==> src/hw/rtl/sap_pkg.sv <==
// Types and constants of the sprite atlas shelf packer.
package sap_pkg;

  localparam int ATLAS_WIDTH  = 512;
  localparam int ATLAS_HEIGHT = 512;
  localparam int PAD          = 1;

  // cursor / extent widths follow the atlas size
  localparam int COL_W   = $clog2(ATLAS_WIDTH) + 1;
  localparam int ROW_W   = $clog2(ATLAS_HEIGHT) + 2;
  localparam int SHELF_W = $clog2(ATLAS_HEIGHT) + 1;
  localparam int EXTH_W  = $clog2(ATLAS_HEIGHT) + 1;

  // box coordinates and arithmetic on them
  localparam int BOX_W  = 17;
  localparam int CALC_W = 19;

  // result field widths
  localparam int POS_W = 9;
  localparam int EXT_W = 10;

  localparam logic signed [BOX_W-1:0] BOX_MIN_RESET = 17'sd32767;
  localparam logic signed [BOX_W-1:0] BOX_MAX_RESET = -17'sd32768;
  localparam logic signed [BOX_W-1:0] BOX_EDGE_MAX  = 17'sd32767;

  localparam logic [7:0] PART_SIZE_MAX = 8'd64;

  localparam int IN_DATA_W  = 80;
  localparam int OUT_DATA_W = 128;
  localparam int CFG_ADDR_W = 3;

  typedef enum logic [1:0] {
    ACT_START = 2'd0,
    ACT_PART  = 2'd1,
    ACT_PLACE = 2'd2
  } action_t;

  typedef enum logic {
    REG_CAMERA_X = 1'b0,
    REG_CAMERA_Y = 1'b1
  } reg_idx_t;

  typedef struct packed {
    logic bad;
    logic has_parts;
  } obj_flags_t;

  // first member is the top bits
  typedef struct packed {
    logic [5:0]         pad;
    logic               raster_ok;
    logic [15:0]        world_y;
    logic [15:0]        world_x;
    logic               part_reserved;
    logic [7:0]         part_size;
    logic signed [15:0] part_y;
    logic signed [15:0] part_x;
  } in_data_t;

  typedef struct packed {
    logic [5:0]         pad;
    logic [EXT_W-1:0]   dirty_height;
    logic [EXT_W-1:0]   dirty_width;
    logic [EXT_W-1:0]   reach_height;
    logic [EXT_W-1:0]   reach_width;
    logic signed [15:0] local_bottom;
    logic signed [15:0] local_right;
    logic signed [15:0] local_top;
    logic signed [15:0] local_left;
    logic [POS_W-1:0]   atlas_y;
    logic [POS_W-1:0]   atlas_x;
  } out_data_t;

endpackage

==> src/hw/rtl/sprite_atlas_shelf_packer.sv <==
// Sprite atlas shelf packer: next-fit shelf placement of object bounding boxes.
// Each request is handled in the cycle it is accepted: start-frame and part
// requests update the cursors, extents and object box directly, and a place
// request loads the output register, which presents its result from the next
// cycle on. A new request is taken every cycle (one request per cycle
// sustained); in_tready drops only while a result sits in the output register
// and out_tready is low. There is no memory and no clearing pass after reset.
module sprite_atlas_shelf_packer
  import sap_pkg::*;
(
  input  logic                  clk,
  input  logic                  rst_n,
  // input channel
  input  logic                  in_tvalid,
  output logic                  in_tready,
  // part_x, part_y, part_size, part_reserved, world_x, world_y, raster_ok, zero fill
  input  logic [IN_DATA_W-1:0]  in_tdata,
  // action
  input  logic [1:0]            in_tuser,
  // result channel
  output logic                  out_tvalid,
  input  logic                  out_tready,
  // atlas_x, atlas_y, local_left, local_top, local_right, local_bottom,
  // reach_width, reach_height, dirty_width, dirty_height, zero fill
  output logic [OUT_DATA_W-1:0] out_tdata,
  // placed
  output logic [0:0]            out_tuser,
  // configuration
  input  logic                  cfg_psel,
  input  logic                  cfg_penable,
  input  logic                  cfg_pwrite,
  input  logic [CFG_ADDR_W-1:0] cfg_paddr,
  input  logic [31:0]           cfg_pwdata,
  output logic [31:0]           cfg_prdata,
  output logic                  cfg_pready
);

  logic [15:0] cam_x_r, cam_y_r;

  logic [COL_W-1:0]   col_r, col_nxt;
  logic [ROW_W-1:0]   row_r, row_nxt;
  logic [SHELF_W-1:0] shelf_r, shelf_nxt;
  logic [COL_W-1:0]   used_w_r, used_w_nxt, dirty_w_r, dirty_w_nxt;
  logic [EXTH_W-1:0]  used_h_r, used_h_nxt, dirty_h_r, dirty_h_nxt;
  logic signed [BOX_W-1:0] min_x_r, min_x_nxt, min_y_r, min_y_nxt;
  logic signed [BOX_W-1:0] max_x_r, max_x_nxt, max_y_r, max_y_nxt;
  obj_flags_t flags_r, flags_nxt;

  logic      out_valid_r, out_valid_nxt;
  out_data_t out_data_r, out_data_nxt;
  logic      placed_r, placed_nxt;

  in_data_t  din;
  action_t   act;
  logic      accept, cfg_wr;

  logic                    size_bad;
  logic signed [BOX_W-1:0] px, py, pex, pey;
  logic                    box_ok, size_ok, wrap, fit;
  logic [CALC_W-1:0]       w, h, col_c, row_c, shelf_c, col_eff, row_eff, shelf_eff;
  logic [CALC_W-1:0]       col_end, row_end;
  logic signed [BOX_W:0]   w_full, h_full;
  logic [15:0]             cam_rel_x, cam_rel_y;

  assign din    = in_data_t'(in_tdata);
  assign act    = action_t'(in_tuser);
  assign accept = in_tvalid && in_tready;
  assign cfg_wr = cfg_psel && cfg_penable && cfg_pwrite && cfg_pready;

  assign in_tready  = !out_valid_r || out_tready;
  assign out_tvalid = out_valid_r;
  assign out_tdata  = OUT_DATA_W'(out_data_r);
  assign out_tuser  = placed_r;

  assign cfg_pready = 1'b1;
  always_comb begin
    case (reg_idx_t'(cfg_paddr[2]))
      REG_CAMERA_X: cfg_prdata = {16'd0, cam_x_r};
      REG_CAMERA_Y: cfg_prdata = {16'd0, cam_y_r};
      default:      cfg_prdata = 32'd0;
    endcase
  end

  // part folding
  assign size_bad = din.part_reserved || (din.part_size == 8'd0) ||
                    (din.part_size > PART_SIZE_MAX) || (din.part_size[2:0] != 3'd0);
  assign px  = BOX_W'(din.part_x);
  assign py  = BOX_W'(din.part_y);
  assign pex = px + $signed(BOX_W'(din.part_size));
  assign pey = py + $signed(BOX_W'(din.part_size));

  // placement
  assign box_ok = flags_r.has_parts && !flags_r.bad &&
                  (max_x_r > min_x_r) && (max_y_r > min_y_r) &&
                  (max_x_r <= BOX_EDGE_MAX) && (max_y_r <= BOX_EDGE_MAX);
  assign w_full = (BOX_W+1)'(max_x_r) - (BOX_W+1)'(min_x_r);
  assign h_full = (BOX_W+1)'(max_y_r) - (BOX_W+1)'(min_y_r);
  assign w = box_ok ? CALC_W'(w_full[BOX_W-1:0]) : '0;
  assign h = box_ok ? CALC_W'(h_full[BOX_W-1:0]) : '0;

  assign col_c   = CALC_W'(col_r);
  assign row_c   = CALC_W'(row_r);
  assign shelf_c = CALC_W'(shelf_r);

  assign size_ok = box_ok && (w + CALC_W'(2*PAD) <= CALC_W'(ATLAS_WIDTH)) &&
                   (h + CALC_W'(2*PAD) <= CALC_W'(ATLAS_HEIGHT));
  assign wrap    = size_ok && (col_c + w + CALC_W'(PAD) > CALC_W'(ATLAS_WIDTH));
  assign col_eff   = wrap ? CALC_W'(PAD) : col_c;
  assign row_eff   = wrap ? row_c + shelf_c + CALC_W'(PAD) : row_c;
  assign shelf_eff = wrap ? '0 : shelf_c;
  assign fit     = size_ok && (row_eff + h + CALC_W'(PAD) <= CALC_W'(ATLAS_HEIGHT));
  assign col_end = col_eff + w;
  assign row_end = row_eff + h;

  assign cam_rel_x = din.world_x - cam_x_r;
  assign cam_rel_y = din.world_y - cam_y_r;

  always_comb begin
    col_nxt     = col_r;
    row_nxt     = row_r;
    shelf_nxt   = shelf_r;
    used_w_nxt  = used_w_r;
    used_h_nxt  = used_h_r;
    dirty_w_nxt = dirty_w_r;
    dirty_h_nxt = dirty_h_r;
    min_x_nxt   = min_x_r;
    min_y_nxt   = min_y_r;
    max_x_nxt   = max_x_r;
    max_y_nxt   = max_y_r;
    flags_nxt   = flags_r;
    out_data_nxt  = out_data_r;
    placed_nxt    = placed_r;
    out_valid_nxt = out_valid_r && !out_tready;

    if (accept) begin
      case (act)
        ACT_START: begin
          col_nxt     = COL_W'(PAD);
          row_nxt     = ROW_W'(PAD);
          shelf_nxt   = '0;
          used_w_nxt  = '0;
          used_h_nxt  = '0;
          dirty_w_nxt = '0;
          dirty_h_nxt = '0;
          min_x_nxt   = BOX_MIN_RESET;
          min_y_nxt   = BOX_MIN_RESET;
          max_x_nxt   = BOX_MAX_RESET;
          max_y_nxt   = BOX_MAX_RESET;
          flags_nxt   = '0;
        end
        ACT_PART: begin
          if (size_bad) begin
            flags_nxt.bad = 1'b1;
          end else if (!flags_r.bad) begin
            flags_nxt.has_parts = 1'b1;
            if (px < min_x_r) min_x_nxt = px;
            if (py < min_y_r) min_y_nxt = py;
            if (pex > max_x_r) max_x_nxt = pex;
            if (pey > max_y_r) max_y_nxt = pey;
          end
        end
        ACT_PLACE: begin
          logic [CALC_W-1:0] uw, uh, dw, dh;
          uw = CALC_W'(used_w_r);
          uh = CALC_W'(used_h_r);
          dw = CALC_W'(dirty_w_r);
          dh = CALC_W'(dirty_h_r);
          out_valid_nxt = 1'b1;
          placed_nxt    = 1'b0;
          out_data_nxt  = '0;
          if (size_ok) begin
            col_nxt   = COL_W'(col_eff);
            row_nxt   = ROW_W'(row_eff);
            shelf_nxt = SHELF_W'(shelf_eff);
          end
          if (fit) begin
            if (col_end > dw) dw = col_end;
            if (row_end > dh) dh = row_end;
            if (din.raster_ok) begin
              placed_nxt = 1'b1;
              out_data_nxt.atlas_x      = col_eff[POS_W-1:0];
              out_data_nxt.atlas_y      = row_eff[POS_W-1:0];
              out_data_nxt.local_left   = min_x_r[15:0] - cam_rel_x;
              out_data_nxt.local_top    = min_y_r[15:0] - cam_rel_y;
              out_data_nxt.local_right  = max_x_r[15:0] - cam_rel_x;
              out_data_nxt.local_bottom = max_y_r[15:0] - cam_rel_y;
              if (col_end > uw) uw = col_end;
              if (row_end > uh) uh = row_end;
              if (h > shelf_eff) shelf_nxt = SHELF_W'(h);
              col_nxt = COL_W'(col_end + CALC_W'(PAD));
            end
          end
          used_w_nxt  = COL_W'(uw);
          used_h_nxt  = EXTH_W'(uh);
          dirty_w_nxt = COL_W'(dw);
          dirty_h_nxt = EXTH_W'(dh);
          // extents reported modulo 2^10
          out_data_nxt.reach_width  = uw[EXT_W-1:0];
          out_data_nxt.reach_height = uh[EXT_W-1:0];
          out_data_nxt.dirty_width  = dw[EXT_W-1:0];
          out_data_nxt.dirty_height = dh[EXT_W-1:0];
          // object done, next one starts empty
          min_x_nxt = BOX_MIN_RESET;
          min_y_nxt = BOX_MIN_RESET;
          max_x_nxt = BOX_MAX_RESET;
          max_y_nxt = BOX_MAX_RESET;
          flags_nxt = '0;
        end
        default: ;
      endcase
    end
  end

  always_ff @(posedge clk) begin
    if (!rst_n) begin
      cam_x_r     <= '0;
      cam_y_r     <= '0;
      col_r       <= COL_W'(PAD);
      row_r       <= ROW_W'(PAD);
      shelf_r     <= '0;
      used_w_r    <= '0;
      used_h_r    <= '0;
      dirty_w_r   <= '0;
      dirty_h_r   <= '0;
      min_x_r     <= BOX_MIN_RESET;
      min_y_r     <= BOX_MIN_RESET;
      max_x_r     <= BOX_MAX_RESET;
      max_y_r     <= BOX_MAX_RESET;
      flags_r     <= '0;
      out_valid_r <= 1'b0;
    end else begin
      if (cfg_wr) begin
        case (reg_idx_t'(cfg_paddr[2]))
          REG_CAMERA_X: cam_x_r <= cfg_pwdata[15:0];
          REG_CAMERA_Y: cam_y_r <= cfg_pwdata[15:0];
          default: ;
        endcase
      end
      col_r       <= col_nxt;
      row_r       <= row_nxt;
      shelf_r     <= shelf_nxt;
      used_w_r    <= used_w_nxt;
      used_h_r    <= used_h_nxt;
      dirty_w_r   <= dirty_w_nxt;
      dirty_h_r   <= dirty_h_nxt;
      min_x_r     <= min_x_nxt;
      min_y_r     <= min_y_nxt;
      max_x_r     <= max_x_nxt;
      max_y_r     <= max_y_nxt;
      flags_r     <= flags_nxt;
      out_valid_r <= out_valid_nxt;
    end
  end

  // result payload, no reset
  always_ff @(posedge clk) begin
    out_data_r <= out_data_nxt;
    placed_r   <= placed_nxt;
  end

endmodule

==> config.mk <==
export PLATFORM = sky130hd
export DESIGN_NAME = sprite_atlas_shelf_packer
export DESIGN_NICKNAME = d
export VERILOG_FILES = /design/src/hw/rtl/sap_pkg.sv /design/src/hw/rtl/sprite_atlas_shelf_packer.sv
export SDC_FILE = /design/constraint.sdc
export NUM_CORES = 1
export LEC_CHECK = 0
export BUFFER_PORTS_ARGS = -buffer_cell sky130_fd_sc_hd__buf_2
export CORE_ASPECT_RATIO = 0.5
export CORE_MARGIN = 1
export CORE_UTILIZATION = 50
export DETAILED_ROUTE_END_ITERATION = 10
export MAX_ROUTING_LAYER = met4
export PLACE_DENSITY = 0.85
export SLEW_MARGIN = 0
export SYNTH_ARGS = -nofsm -noshare
export SYNTH_HDL_FRONTEND = slang
export SYNTH_SLANG_ARGS = --single-unit
==> constraint.sdc <==
create_clock -name clk -period 10.9 [get_ports clk]
set_clock_uncertainty 0.2 [all_clocks]
set_input_delay 0 -clock clk [delete_from_list [all_inputs] [get_ports clk]]
set_output_delay 0 -clock clk [all_outputs]
set_load 0.02 [all_outputs]
==> reports/metrics.csv, run 1 <==
metric,value,unit
root_buffer,clkbuf_16,
powerDensity,98.1,mW/mm^2
crit_fanout,10,
fin_hold_ws,0.00840,ns
first_iter_violations,2144,
core,0.0489,mm^2
slew_headroom,16.3,%
gr-total-overflow,0,
cts_tree,done,
crit_path_start,min_x_r[2]$_SDFFE_PN1P_,
hold_class,primary input to flop,
via_count,23600,
cp-end-kind,flop,
dieHeight,160,um
ys.warnings.count,0,
place.gp.congestion,1.03,
die_width,318,um
grt_max_degree,95,
cp_data_required_time,11.04,ns
async_flop_share,0,%
cts.sinks,295,
synth_top_area_share,14.8,%
clkSlewWorstSetupHoldPaths,0.07,ns
ys.flop_type,dfxtp_1,
fp.dieArea,0.0508,mm^2
viasPerCell,5.94,
multi_input_area,0.0163,mm^2
drc_errors,0,
syn2layout_area_growth,16.2,%
grt_usage,30.4,%
fill_cells,4167,
stdcell_area,0.0290,mm^2
synth_cells,2990,
cts_max_path_buffers,3,
cp.arrival,10.62,ns
syn_area,0.0249,mm^2
numCtsBuffers,30,
grt_pass1_wl,121,mm
finalCritPeriodShare,96.2,%
ant_nets,0,
setup_violations,0,
r2r-start,min_x_r[2]$_SDFFE_PN1P_,
drive_gt1_share,13.6,%
antenna_found_initial,7,
min-delay-start,cfg_pwdata[14],
dpl_cell_area,0.0268,mm^2
fp-row-count,57,
synthTopCellsByCount,"ha_1, inv_1, nand2_1, o21ai_0, a21oi_1",
clk_latency,0.61,ns
synth.most_common_cell,ha_1,
slowest_stage,or4b_2,
yosysSeqAreaShare,28.6,%
fmax,0.0954,GHz
hpwlAfterDp,59.8,mm
outcome,finished clean,
drv_slew,0,
final_nets,3726,
drtPass1Iterations,8,
period_needed,10.48,ns
cap_violations,0,
htree_levels,1,
synth_edf_count,123,
hold_viol_final,0,
cpPeakStageDelay,0.64,ns
boundaryPins,288,
regArea,0.00714,mm^2
route.detailed.wl_per_inst,19.6,um
synth_top_cells_by_area,"edfxtp_1, ha_1, dfxtp_1",
synth_top_cell_by_area,edfxtp_1,
worst-slew-pin-transition,1.25,ns
peakVddDrop,0.107,mV
crit_type,flop to flop,
wirelength,78.0,mm
p_leak,0.0127,uW
grt_pass1_vias,22200,
tns,0,ns
ys_types,102,
post_synth.cell_area_avg,8.33,um^2
crit_path_frequent_cell,a21o_1,
synth_seq_cells,295,
cp-start-kind,flop,
start_util,51.0,%
port_buffers,240,
final cells by class:
| class | instances | share of cell area, % |
|---|---|---|
| Clock buffer | 36 | 2.88 |
| Inverter | 292 | 3.80 |
| Sequential cell | 295 | 24.7 |
| Antenna cell | 9 | 0.0778 |
| Tap cell | 649 | 2.80 |
| Multi-Input combinational cell | 2292 | 56.3 |
| Clock inverter | 20 | 0.631 |
| Timing Repair Buffer | 386 | 8.86 |
timing repair:
action                                 in CTS  in global routing
hold buffers                               94                  0
endpoints found under the hold margin     151                  0
setup endpoints to repair                   0                182
setup buffers                               0                  8
gates resized for setup                     0                 28
cell usage in the layout, fill, tap and decap left out, types with 51 or more instances in the layout:
cell type and count:
a21o_1 65, nor2_1 174, a21boi_0 73, nor3_1 62, edfxtp_1 123, buf_2 239, nand3_1 66, buf_4 51
dlygate4sd3_1 94, a21oi_1 180, o21ai_0 207, nand2_1 279, inv_1 288, dfxtp_1 170, ha_1 284, nand2b_1 58
xnor2_1 130, nor2b_1 74
report_power, final:
| part | total [uW] | switching (uW) | internal, uW |
|---|---|---|---|
| combinational | 567 | 335 | 231 |
| sequential | 1180 | 14.0 | 1160 |
| clock | 1100 | 498 | 598 |
state kept, by name, indices dropped and copies added, names as in the netlist:
name,cells
out_tdata,122
max_x_r,17
max_y_r,17
cam_x_r,16
cam_y_r,16
min_x_r,16
min_y_r,16
row_r,11
col_r,10
dirty_h_r,10
dirty_w_r,10
shelf_r,10
used_h_r,10
used_w_r,10
flags_r,2
out_tuser,1
out_tvalid,1
layer usage:
| metal | global-route usage [%] | share of wire [%] | wire length (um) | vias to the layer above |
|---|---|---|---|---|
| met3 | 3.97 | 7.4 | 5780 | 201 |
| met5 | - | 0 | 0 | - |
| met1 | 39.7 | 43 | 33900 | 11200 |
| li1 | - | - | - | 11200 |
| met2 | 47.5 | 45 | 34900 | 1032 |
| met4 | 12.5 | 4.5 | 3490 | 0 |
through the flow:
step / utilization, % / total power (uW) / instances / setup slack, ns
after floorplan: - / 1580 / 3011 / 0.0205
after global placement: 54.8 / 1690 / 3811 / 0.508
after detailed placement: 54.8 / 1720 / 3811 / 0.225
after CTS: 58.8 / 2830 / 3961 / 0.114
after global routing: 59.3 / 2940 / 3978 / -0.0113
final: 59.3 / 2840 / 3979 / 0.419
final timing paths:
kind	to	slack, ns	cells after the start
max	out_tdata[108]$_DFFE_PP_	0.42	47
min	cam_y_r[14]$_SDFFE_PN0P_	0.008	4
max reg2reg	out_tdata[108]$_DFFE_PP_	0.42	47
min reg2reg	used_h_r[9]$_SDFFE_PN0P_	0.24	2
cell families after synthesis:
logic type      share of synthesized area (%)
other cells                            0.0301
mux                                      2.24
xor+xnor                                 6.00
buf+inv                                  6.85
simple gates                             17.6
flops                                    28.6
fa+ha+maj                                15.9
compound gates                           22.8
critical path, delay by kind of cell (launching register included):
family                     cells  cell delay (ns)
buffers and inverters          4             0.72
AOI/OAI and AO/OA             24             4.67
and+or+nand+nor               12             2.37
muxes                          1             0.32
adders and majority gates      5             1.40
DFF                            1             0.38
xor gates and xnor gates       1             0.13
No activity file was read; power rests on OpenSTA's default activity.
==> run 2, diff against run 1 <==
--- a/config.mk
+++ b/config.mk
@@ -14,2 +14,3 @@
 export PLACE_DENSITY = 0.85
+export REMOVE_ABC_BUFFERS = 1
 export SLEW_MARGIN = 0
==> constraint.sdc (replaced) <==
create_clock -name clk -period 10.9 [get_ports clk]
set_clock_uncertainty 0.2 [all_clocks]
set_input_delay 2.18 -clock clk [delete_from_list [all_inputs] [get_ports clk]]
set_output_delay 2.18 -clock clk [all_outputs]
set_load 0.02 [all_outputs]
==> run 2 against run 1 <==
Against the previous run: register-to-register slack got worse by 0.02 ns; worst setup slack worse by 0.022 ns; non-clock buffer count is 88 lower; critical path depth is 1 higher; utilization down 1.7 points; critical endpoint unchanged.
==> reports/metrics.csv, run 2 (synthesis gave the netlist of run 1 again) <==
metric,value,unit
outcome,finished clean,
layout.cells.non_filler,3889,
peakVddDrop,0.103,mV
cap_violations,0,
crit_fanout,10,
cts_max_path_buffers,3,
gr-total-overflow,0,
hold_viol_final,0,
viasPerCell,5.94,
grt-busiest-layer,met2,
final_util,57.5,%
internal-power,2010,uW
slew_headroom,18.9,%
setup_violations,0,
p_leak,0.0124,uW
route.detailed.wl_per_inst,19.7,um
antenna_found_initial,8,
cp-start-kind,flop,
dp.cells,3821,
sw_frac_of_total,29.0,%
worst-slew-pin-transition,1.22,ns
die_width,318,um
place.gp.congestion,1.01,
port_buffers,240,
cp_top_family,compound AO/OA/AOI/OAI gates,
wirelength,76.7,mm
drv_slew,0,
dieHeight,160,um
hpwlAfterDp,59.9,mm
fp.dieArea,0.0508,mm^2
crit_type,flop to flop,
first_iter_violations,1815,
cp_data_required_time,11.01,ns
cp-end-kind,flop,
largest_reg_flops,122,
clkSlewWorstSetupHoldPaths,0.07,ns
fp-row-count,57,
cpPeakStageDelay,0.64,ns
cts.sinks,295,
boundaryPins,288,
drtPass1Iterations,6,
path_buf_inv,5,
hold_class,flop to flop,
htree_levels,1,
layout_commonest_cell,inv_1,
start_util,51.0,%
finalCritPeriodShare,96.4,%
via_count,23100,
core,0.0489,mm^2
cts_tree,done,
numCtsBuffers,29,
clk_latency,0.59,ns
grt_max_degree,104,
cp.arrival,10.62,ns
p_switching,821,uW
grt_pass1_wl,119,mm
fmax,0.0952,GHz
ant_nets,0,
grt_usage,30.0,%
seq_power_share,41.5,%
final_nets,3637,
root_buffer,clkbuf_16,
slowest_stage,or4b_2,
grt.met3_usage,3.93,%
grt_pass1_vias,21700,
use_met2,46.3,%
cts_hold_buffers,0,
drive_gt1_share,14.4,%
use_met1,40.0,%
syn2layout_area_growth,12.7,%
pwr-share-comb,19.0,%
powerDensity,101,mW/mm^2
clkPwrFrac,39.5,%
period_needed,10.50,ns
drc_errors,0,
mostFrequentLayoutCells,"inv_1, ha_1, nand2_1, buf_2, o21ai_0",
## run 2: cell types whose count changed in the layout (fill, tap and decap cells not counted), moves of 3 or more
| cell | previous run | this run |
|---|---|---|
| bufinv_16 | 2 | 5 |
| a21oi_2 | 4 | 7 |
| ha_2 | 6 | 3 |
| a21oi_1 | 180 | 177 |
| buf_4 | 51 | 58 |
| dlygate4sd3_1 | 94 | 0 |
## run 2: timing repair
action	4_1_cts	5_1_grt
setup endpoints to repair	34	183
pin swaps	0	10
gates resized for setup	6	34
buffers inserted	0	5
## run 2: final timing paths
path                                 start                  endpoint  slack (ns)  cells past startpoint
hold reg to reg   used_h_r[9]$_SDFFE_PN0P_  used_h_r[9]$_SDFFE_PN0P_        0.24                      2
setup reg to reg   min_x_r[1]$_SDFFE_PN1P_  out_tdata[108]$_DFFE_PP_        0.40                     48
hold / removal    used_h_r[9]$_SDFFE_PN0P_  used_h_r[9]$_SDFFE_PN0P_        0.24                      2
setup / recovery   min_x_r[1]$_SDFFE_PN1P_  out_tdata[108]$_DFFE_PP_        0.40                     48
## run 2: final cells by class
type                    count  area [um^2]
fillers                  4279        20800
multi-input cells        2292        16300
flip-flops and latches    295         7140
repair buffers            298         1640
inverters                 292         1100
well taps                 649          812
clock buffers              34          786
clock inverters            20          251
diodes                      9         22.5
## run 2: per-stage QoR
stage          area, um^2  TNS, ns  power (uW)  hold slack (ns)  worst slack, ns
2_1_floorplan       24400   -20.37        1560            0.215           -0.783
3_3_place_gp        26800        0        1700            0.223            0.152
3_5_place_dp        26800   -0.661        1720            0.224          -0.0770
4_1_cts             27900        0        2830            0.234           0.0534
5_1_grt             28100   -0.171        2940            0.250          -0.0258
6_report            28100        0        2830            0.236            0.397
## run 2: worst min-delay path, stage by stage, from the launching register on
cell and delay (ns):
dfxtp_1 0.31, nand2_1 0.05, nor2_1 0.04
## run 2: metal layers
metal	part of all wire, %	vias up	wire length (um)
met5	0	-	0
met4	4.0	0	3050
met3	7.4	171	5650
met2	44	909	34000
met1	44	10900	34000
li1	-	11100	-
## run 2: power by group through the flow
stage | Sequential, uW | Clock, uW | Combinational, uW
2_1_floorplan | 1210 | 0 | 354
3_3_place_gp | 1200 | 0 | 504
3_5_place_dp | 1200 | 0 | 521
4_1_cts | 1170 | 1120 | 528
5_1_grt | 1180 | 1170 | 594
6_report | 1180 | 1120 | 538
==> run 3, diff against run 2 <==
Settings changed: CORE_UTILIZATION 50 to 29, PLACE_DENSITY 0.85 to 0.59.
==> run 3 against run 2 <==
Against the previous run: via count down 2.8%; clock power up 9%; count of clock-buffer cells in the layout up 11; flip-flop and latch count unchanged; worst setup slack better by 0.15 ns; global-route usage down 11 points; utilization down 23 points; sequential share of layout area down 0.76 points; total power up 3.2%; hold slack better by 0.0079 ns.
==> reports/metrics.csv, run 3 (synthesis gave the netlist of run 1 again) <==
metric,value,unit
grt_pass1_vias,21200,
r2r-start,min_x_r[3]$_SDFFE_PN1P_,
p_switching,864,uW
hold_viol_final,0,
hold_class,flop to flop,
reg2regPathDepth,42,
outcome,finished clean,
drv_slew,0,
drtPass1Iterations,6,
cp-start-kind,flop,
cp_data_required_time,11.16,ns
worst-slew-pin-transition,1.31,ns
grt_max_degree,84,
slew_headroom,12.6,%
cap_violations,0,
slowest_stage,or3_1,
regToRegEndpoint,dirty_h_r[5]$_SDFFE_PN0P_,
fp.dieArea,0.0872,mm^2
htree_levels,2,
fmax,0.0966,GHz
fin_hold_ws,0.244,ns
clk_latency,0.58,ns
cp-end-kind,flop,
gr-total-overflow,0,
layout.cells.non_filler,4399,
cp.arrival,10.61,ns
cpPeakStageDelay,0.52,ns
worstSetupEndpoint,dirty_h_r[5]$_SDFFE_PN0P_,
pwr-share-comb,18.1,%
start_util,29.5,%
peakVddDrop,0.0974,mV
cts_hold_buffers,0,
layout_commonest_cell,inv_1,
stdcell_area,0.0290,mm^2
wirelength,81.4,mm
fp-row-count,75,
finalCritPeriodShare,95.0,%
rsz0062_at_grt,no,
mostFrequentLayoutCells,"inv_1, ha_1, nand2_1, buf_2, o21ai_0",
crit_fanout,22,
grt_pass1_wl,124,mm
dp.cells,4315,
seq_power_share,40.3,%
ant_nets,0,
via_count,22400,
cts_max_path_buffers,3,
r2r_slack,0.55,ns
drive_gt1_share,14.9,%
largest_reg_flops,122,
viasPerCell,5.10,
crit_path_frequent_cell,a21oi_1,
core,0.0845,mm^2
internal-power,2060,uW
drc_errors,0,
boundaryPins,288,
cts.sinks,295,
final_nets,3671,
first_iter_violations,1535,
route.detailed.wl_per_inst,18.5,um
period_needed,10.35,ns
dieHeight,209,um
dpl_cell_area,0.0276,mm^2
sw_frac_of_total,29.6,%
clkSlewWorstSetupHoldPaths,0.07,ns
fill_cells,8785,
setup_violations,0,
p_leak,0.0125,uW
clkPwrFrac,41.6,%
regArea,0.00714,mm^2
hpwlAfterDp,64.9,mm
cts_tree,done,
grt_usage,18.6,%
antenna_found_initial,17,
powerDensity,101,mW/mm^2
root_buffer,clkbuf_16,
port_buffers,240,
die_width,417,um
numCtsBuffers,36,
crit_type,flop to flop,
place.gp.congestion,0.939,
syn2layout_area_growth,16.2,%
multi_input_area,0.0163,mm^2
crit_path_start,min_x_r[3]$_SDFFE_PN1P_,
## run 3: changes by cell type in the layout (fill, tap and decap cells not counted), moves of 3 or more
cell | previous run | this run
buf_4 | 58 | 81
clkbuf_1 | 2 | 9
clkbuf_16 | 30 | 36
clkinv_1 | 4 | 9
clkinv_4 | 3 | 0
diode_2 | 9 | 14
## run 3: metal layers
layer | global-route usage (%) | vias to the layer above | part of all wire [%]
met5 | - | - | 0
met2 | 30.3 | 568 | 47
met4 | 6.58 | 0 | 3.6
li1 | - | 11100 | -
met3 | 2.18 | 126 | 5.0
met1 | 23.8 | 10600 | 45
## run 3: what timing repair did
item,4_1_cts,5_1_grt
setup buffers,0,4
resized for setup,0,35
setup endpoints to repair,0,183
## run 3: layout make-up
class | instances | share of cell area, %
Sequential cell | 295 | 24.7
Clock buffer | 45 | 3.23
Multi-Input combinational cell | 2293 | 56.2
Inverter | 292 | 3.80
Clock inverter | 20 | 0.735
Tap cell | 1116 | 4.82
Antenna cell | 14 | 0.121
Timing Repair Buffer | 324 | 6.42
## run 3: critical path: cells and delay by family (launching register included)
| family | cells | cell delay, ns |
|---|---|---|
| flops | 1 | 0.40 |
| fa+ha+maj | 5 | 1.67 |
| buf+inv | 3 | 0.53 |
| simple gates | 8 | 2.01 |
| mux | 1 | 0.32 |
| compound gates | 25 | 5.06 |
## run 3: how the worst min path moves through the flow
stage	cells after the start	slack [ns]	startpoint	to
after detailed placement	2	0.23	used_h_r[9]$_SDFFE_PN0P_	used_h_r[9]$_SDFFE_PN0P_
after floorplan	2	0.22	used_h_r[9]$_SDFFE_PN0P_	used_h_r[9]$_SDFFE_PN0P_
after global placement	2	0.23	used_h_r[9]$_SDFFE_PN0P_	used_h_r[9]$_SDFFE_PN0P_
after global routing	2	0.27	dirty_h_r[9]$_SDFFE_PN0P_	dirty_h_r[9]$_SDFFE_PN0P_
after CTS	2	0.24	used_h_r[9]$_SDFFE_PN0P_	used_h_r[9]$_SDFFE_PN0P_
final	2	0.24	used_h_r[9]$_SDFFE_PN0P_	used_h_r[9]$_SDFFE_PN0P_
## run 3: through the flow
stage | util [%] | power (uW) | TNS [ns] | setup WS (ns)
final | 34.3 | 2920 | 0 | 0.548
after CTS | 34.1 | 2940 | 0 | 0.0910
after detailed placement | 32.7 | 1720 | 0 | 0.179
after global routing | 34.3 | 3050 | 0 | 0.0158
after global placement | 32.7 | 1710 | 0 | 0.260
after floorplan | - | 1560 | -20.37 | -0.783
## run 3: power groups by stage
stage | registers (uW) | logic, uW | clock network, uW
finish | 1180 | 529 | 1220
global route | 1180 | 589 | 1280
CTS | 1180 | 525 | 1240
detailed placement | 1200 | 522 | 0
global placement | 1200 | 508 | 0
floorplan | 1210 | 354 | 0
